[config.mk]
export PLATFORM = sky130hd
export DESIGN_NAME = permutation_unrank_unit
export DESIGN_NICKNAME = d
export VERILOG_FILES = /design/src/sv/punrk_pkg.sv /design/src/sv/punrk_divider.sv /design/src/sv/permutation_unrank_unit.sv
export SDC_FILE = /design/constraint.sdc
export NUM_CORES = 1
export LEC_CHECK = 0
export BUFFER_PORTS_ARGS = -buffer_cell sky130_fd_sc_hd__buf_2
export CAP_MARGIN = 10
export CORE_MARGIN = 2
export CORE_UTILIZATION = 55
export DETAILED_ROUTE_END_ITERATION = 12
export PLACE_DENSITY = 0.74
export SYNTH_ARGS = -nofsm -noshare
export SYNTH_HDL_FRONTEND = slang
export SYNTH_HIERARCHICAL = 1
export SYNTH_SLANG_ARGS = --single-unit
[constraint.sdc]
create_clock -name clk_i -period 19.15 [get_ports clk_i]
set_clock_uncertainty 0.05 [all_clocks]
set_input_delay 1.915 -clock clk_i [delete_from_list [all_inputs] [get_ports clk_i]]
set_output_delay 1.915 -clock clk_i [all_outputs]
set_load 0.03 [all_outputs]
[src/sv/punrk_pkg.sv]
// ----------------------------------------------------------------------------
// Permutation unrank package
// Widths, limits and the control structs between the sequencer and divider.
// ----------------------------------------------------------------------------
`timescale 1ns / 1ps

package punrk_pkg;

  localparam int MaxNDefault = 12;
  localparam int RankW       = 31;
  localparam int SizeW       = 4;
  localparam int ElemW       = 4;

  // The quotient is divided eight bits per cycle over a 32-bit word.
  localparam int DivWordW    = 32;
  localparam int ChunkW      = 8;
  localparam int NumChunks   = DivWordW / ChunkW;
  localparam int ChunkCntW   = $clog2(NumChunks);

  typedef struct packed {
    logic             go;
    logic             ld;
    logic [SizeW-1:0] divisor;
  } div_cmd_t;

  typedef struct packed {
    logic             done;
    logic [SizeW-1:0] rem;
  } div_stat_t;

endpackage

[src/sv/punrk_divider.sv]
// ----------------------------------------------------------------------------
// Permutation unrank divider
// Holds the running quotient and divides it by a small divisor, eight
// quotient bits per cycle, leaving the remainder for the pool pick.
// ----------------------------------------------------------------------------
`timescale 1ns / 1ps

module punrk_divider (
  input  logic                     clk_i,
  input  logic                     rst_ni,
  input  punrk_pkg::div_cmd_t      cmd_i,
  input  logic [punrk_pkg::RankW-1:0] rank_i,
  output punrk_pkg::div_stat_t     stat_o
);
  import punrk_pkg::*;

  logic                 busy_q, busy_d;
  logic [ChunkCntW-1:0] cnt_q, cnt_d;
  logic [DivWordW-1:0]  quo_q, quo_d;
  logic [SizeW-1:0]     rem_q, rem_d;
  logic [SizeW-1:0]     div_q, div_d;

  logic [ChunkW-1:0]    chunk;
  logic [ChunkW-1:0]    qbits;
  logic [SizeW-1:0]     rem_step;
  logic                 last_chunk;

  assign chunk      = quo_q[DivWordW-1 -: ChunkW];
  assign last_chunk = (cnt_q == ChunkCntW'(NumChunks - 1));

  // Restoring division of one chunk; the partial remainder stays below the
  // divisor, so it never needs more than one extra bit.
  always_comb begin
    logic [SizeW:0]   trial;
    logic [SizeW-1:0] r;
    r     = rem_q;
    qbits = '0;
    for (int i = ChunkW - 1; i >= 0; i--) begin
      trial = {r, chunk[i]};
      if (trial >= {1'b0, div_q}) begin
        trial    = trial - {1'b0, div_q};
        qbits[i] = 1'b1;
      end
      r = trial[SizeW-1:0];
    end
    rem_step = r;
  end

  always_comb begin
    busy_d = busy_q;
    cnt_d  = cnt_q;
    quo_d  = quo_q;
    rem_d  = rem_q;
    div_d  = div_q;
    if (cmd_i.go) begin
      busy_d = 1'b1;
      cnt_d  = '0;
      rem_d  = '0;
      div_d  = cmd_i.divisor;
      if (cmd_i.ld) begin
        quo_d = {1'b0, rank_i};
      end
    end else if (busy_q) begin
      quo_d = {quo_q[DivWordW-ChunkW-1:0], qbits};
      rem_d = rem_step;
      cnt_d = cnt_q + 1'b1;
      if (last_chunk) begin
        busy_d = 1'b0;
      end
    end
  end

  always_ff @(posedge clk_i or negedge rst_ni) begin
    if (!rst_ni) begin
      busy_q <= 1'b0;
      cnt_q  <= '0;
    end else begin
      busy_q <= busy_d;
      cnt_q  <= cnt_d;
    end
  end

  always_ff @(posedge clk_i) begin
    quo_q <= quo_d;
    rem_q <= rem_d;
    div_q <= div_d;
  end

  assign stat_o.done = busy_q & last_chunk;
  assign stat_o.rem  = rem_q;

endmodule

[src/sv/permutation_unrank_unit.sv]
// ----------------------------------------------------------------------------
// Permutation unrank unit
// Decodes a rank into a permutation of 0..n-1, one element per result,
// least significant factoradic digit first.
// ----------------------------------------------------------------------------
//
// Channel   Ports                       Transfer
// input     start_i, rank_i, size_i     start_i high while busy_o low
// result    valid_o, element_o, last_o  every cycle with valid_o high
//
// While an item of size n is worked on, busy_o stays high: each element takes
// four passes of the shared divider (eight quotient bits per cycle over the
// 32-bit quotient word) and then a pick state that removes the pool entry.
// An item of size zero is taken and produces nothing. Reset is asynchronous
// and active low and leaves the unit idle. Results cannot be held off; each
// one is shown for exactly one cycle.
// ----------------------------------------------------------------------------
`timescale 1ns / 1ps

module permutation_unrank_unit #(
  parameter int MAX_N = punrk_pkg::MaxNDefault
) (
  input  logic                         clk_i,
  input  logic                         rst_ni,
  input  logic                         start_i,
  input  logic [punrk_pkg::RankW-1:0]  rank_i,
  input  logic [punrk_pkg::SizeW-1:0]  size_i,
  output logic                         busy_o,
  output logic                         valid_o,
  output logic [punrk_pkg::ElemW-1:0]  element_o,
  output logic                         last_o
);
  import punrk_pkg::*;

  localparam int IdxW = (MAX_N > 1) ? $clog2(MAX_N) : 1;

  localparam logic [1:0] StIdle = 2'd0;
  localparam logic [1:0] StDiv  = 2'd1;
  localparam logic [1:0] StPick = 2'd2;

  logic [1:0]       state_q, state_d;
  logic [SizeW-1:0] left_q, left_d;
  logic [ElemW-1:0] pool_q [MAX_N];
  logic [ElemW-1:0] pool_d [MAX_N];
  logic             valid_q, valid_d;
  logic [ElemW-1:0] elem_q, elem_d;
  logic             last_q, last_d;

  div_cmd_t         div_cmd;
  div_stat_t        div_stat;

  logic             accept;
  logic [SizeW-1:0] size_clamped;
  logic [IdxW-1:0]  sel;

  assign accept       = start_i & (state_q == StIdle);
  assign size_clamped = (size_i > SizeW'(MAX_N)) ? SizeW'(MAX_N) : size_i;
  assign sel          = div_stat.rem[IdxW-1:0];

  punrk_divider u_div (
    .clk_i  (clk_i),
    .rst_ni (rst_ni),
    .cmd_i  (div_cmd),
    .rank_i (rank_i),
    .stat_o (div_stat)
  );

  always_comb begin
    state_d = state_q;
    left_d  = left_q;
    pool_d  = pool_q;
    valid_d = 1'b0;
    elem_d  = elem_q;
    last_d  = last_q;
    div_cmd = '0;
    case (state_q)
      StIdle: begin
        if (accept && (size_i != '0)) begin
          for (int k = 0; k < MAX_N; k++) begin
            pool_d[k] = ElemW'(k);
          end
          left_d          = size_clamped;
          div_cmd.go      = 1'b1;
          div_cmd.ld      = 1'b1;
          div_cmd.divisor = size_clamped;
          state_d         = StDiv;
        end
      end
      StDiv: begin
        if (div_stat.done) begin
          state_d = StPick;
        end
      end
      StPick: begin
        // The remainder selects the entry; everything above it moves down.
        valid_d = 1'b1;
        elem_d  = pool_q[sel];
        last_d  = (left_q == SizeW'(1));
        for (int k = 0; k < MAX_N - 1; k++) begin
          if (IdxW'(k) >= sel) begin
            pool_d[k] = pool_q[k+1];
          end
        end
        left_d = left_q - 1'b1;
        if (left_q == SizeW'(1)) begin
          state_d = StIdle;
        end else begin
          div_cmd.go      = 1'b1;
          div_cmd.divisor = left_q - 1'b1;
          state_d         = StDiv;
        end
      end
      default: begin
        state_d = StIdle;
      end
    endcase
  end

  always_ff @(posedge clk_i or negedge rst_ni) begin
    if (!rst_ni) begin
      state_q <= StIdle;
      left_q  <= '0;
      valid_q <= 1'b0;
    end else begin
      state_q <= state_d;
      left_q  <= left_d;
      valid_q <= valid_d;
    end
  end

  always_ff @(posedge clk_i) begin
    pool_q <= pool_d;
    elem_q <= elem_d;
    last_q <= last_d;
  end

  assign busy_o    = (state_q != StIdle);
  assign valid_o   = valid_q;
  assign element_o = elem_q;
  assign last_o    = last_q;

endmodule

==> reports/metrics.cfg <==
[logic_synthesis]
syn_inst=508
synth_area_mm2=0.00591
syn-num-nets=589
synth_seq_cells=92
synth_edf_count=78
synth_area_per_cell_um2=11.6
ys_async_sr_fraction_pct=10.9
ys_warn_count=6
synth_cell_types=74
yosysSeqAreaShare_pct=45.2
synth_flop_cell=edfxtp_1

[global_routing]
grt_max_degree=55
busiest_layer=met2
grt_antenna_before_repair=0
met1_usage_pct=31.7
track_usage_pct=22.0
grt_pass1_wl_um=19600
grt.met3_usage_pct=2.78
met2_usage_pct=34.7
first_global_vias=4056
grt-ovfl-total=0

[critical_path]
end_kind=flop
cp_num_buf_inv=9
cp-start-kind=flop
cpMostUsedCell=o21ai_0
cp.arrival_ns=14.45
crit_end=u_div/rem_q[1]
slowest_delay_ns=0.70
critical-path-top-delay-family=compound AO/OA/AOI/OAI gates
regToRegStartpoint=u_div/div_q[1]
critPathKind=flop to flop
crit_cells=65
critPathMaxFanout=10
rrSetupSlack_ns=4.91
ff2ff_path_depth=65
crit_start=u_div/div_q[1]
cp_slowest_cell=edfxtp_1
required_ns=19.35
r2r-end=u_div/rem_q[1]

[timing]
tightestPinTransition_ns=1.01
drv_slew=0
max_freq_ghz=0.0702
layout_min_cycle_time_ns=14.24
period_share_pct=74.4
setup_tns_ns=0
rsz0062_at_grt=false
hold_violations=0
setup_viol=0
slew_headroom_pct=32.2

[min_path]
hold_start=state_q[1]
hold_path.class=flop to flop

[drt]
drc_errors=0
wire_per_inst_um=17.1
routed_wl_um=11800
num_vias=3995
firstDrtPassIters=5
viasPerCell=5.79
initialDrtViolationCount=201
drtAntennaViolNets=0

[status]
status=complete, no violations

[placed_design]
gp_congestion=0.940
place_hpwl_um=8620
numPortBuffers=44

[clocking]
root_buffer=clkbuf_8
path_clk_slew_ns=0.09
clock_latency_ns=0.37
cts_htree_levels=3
cts_tree=built
cts_hold_buffers=0
clock-sinks=92
cts_resized=0
cts_made_buffers=9
post_cts_buffers=0
cts_buffer_depth=2

[layout]
fillers=860
diodes=0
fin_nets=630
seq_area_mm2=0.00267
drive_gt1_share_pct=22.0
syn_to_final_growth_pct=8.93
multi_input_area_mm2=0.00299

[die]
start_util_pct=57.0
dieArea_mm2=0.0116
die_y_um=108
core_area_mm2=0.0104
fp.dieW_um=108
rows=37
num_io_pins=45

[flow_run]
max-cap-violations=0

[cells in the final DEF, fill, tap and decap left out, types with 19 or more instances in the layout]
cell / Yosys / layout
nand2b_1: 23 / 23
ha_1: 35 / 35
inv_1: 43 / 43
and2_1: 28 / 28
nand2_1: 27 / 26
o21ai_0: 28 / 28
mux2_2: 34 / 34
nor2_1: 19 / 19
edfxtp_1: 78 / 78
buf_2: 6 / 44
[how the worst min path moves through the flow]
stage            endpoint  slack [ns]  cells past startpoint
2_1_floorplan  state_q[1]        0.42                      1
3_3_place_gp   state_q[1]        0.44                      1
3_5_place_dp   state_q[1]        0.45                      1
4_1_cts        state_q[1]        0.47                      1
5_1_grt        pool_q[40]        0.49                      1
6_report       state_q[1]        0.47                      1
[final cells by class]
| class | count | share of cell area (%) |
|---|---|---|
| well taps | 136 | 2.64 |
| multi-input cells | 356 | 46.4 |
| flip-flops and latches | 92 | 41.5 |
| repair buffers | 47 | 3.77 |
| inverters | 43 | 2.51 |
| clock buffers | 12 | 2.25 |
| clock inverters | 4 | 0.914 |
[per-stage QoR]
step	util [%]	instance area, um2	cells	hold WS [ns]	setup WS [ns]
floorplan	-	5910	508	0.424	7.05
global placement	60.1	6230	674	0.444	5.68
detailed placement	60.1	6230	674	0.454	4.95
global route	62.1	6440	690	0.494	3.54
finish	62.1	6440	690	0.471	4.91
CTS	62.1	6440	690	0.471	4.88
[cell families after synthesis]
group,synth area share [%]
AO/OA/AOI/OAI,12.2
XOR/XNOR,2.37
adder cells (fa/ha/maj),10.1
buffers and inverters,4.32
flip-flops,45.2
multiplexers,13.2
AND/OR/NAND/NOR,12.6
[synthesized netlist by cell type (7+ instances only)]
| master | number | area [um2] |
|---|---|---|
| nor2_1 | 19 | 71.3 |
| and2_1 | 28 | 175 |
| nand2b_1 | 23 | 144 |
| ha_1 | 35 | 438 |
| a21oi_1 | 14 | 70.1 |
| fa_1 | 8 | 160 |
| dfrtp_1 | 10 | 250 |
| nand2_1 | 27 | 101 |
| o21ai_0 | 28 | 140 |
| o21ai_1 | 10 | 50.1 |
| xnor2_1 | 9 | 78.8 |
| edfxtp_1 | 78 | 2340 |
| xor2_1 | 7 | 61.3 |
| mux2_2 | 34 | 383 |
| mux2i_1 | 16 | 160 |
| a21o_1 | 13 | 97.6 |
| inv_1 | 43 | 161 |
[worst reg2reg max path, delay by kind of cell, from the launching register on]
kind	cells	cell delay, ns
compound gates	28	6.56
flops	1	0.70
fa+ha+maj	8	2.26
simple gates	17	2.43
buf+inv	9	1.14
mux	3	1.00
[metal layers]
metal	routed length [um]	share of wire (%)
met1	5660	48
met2	5570	47
met3	416	3.5
met4	142	1.2
met5	0	0
[sequential cells by signal (all words and copies together) (netlist names), 2 cells and up]
signal       count
left_q           4
u_div/quo_q     32
u_div/rem_q      4
pool_q          37
u_div/div_q      4
u_div/cnt_q      2
state_q          2
element_o        4
Power is left out: the tool's default activity adds up to more than one toggle a clock period on the data nets, which glitch-free logic cannot reach.
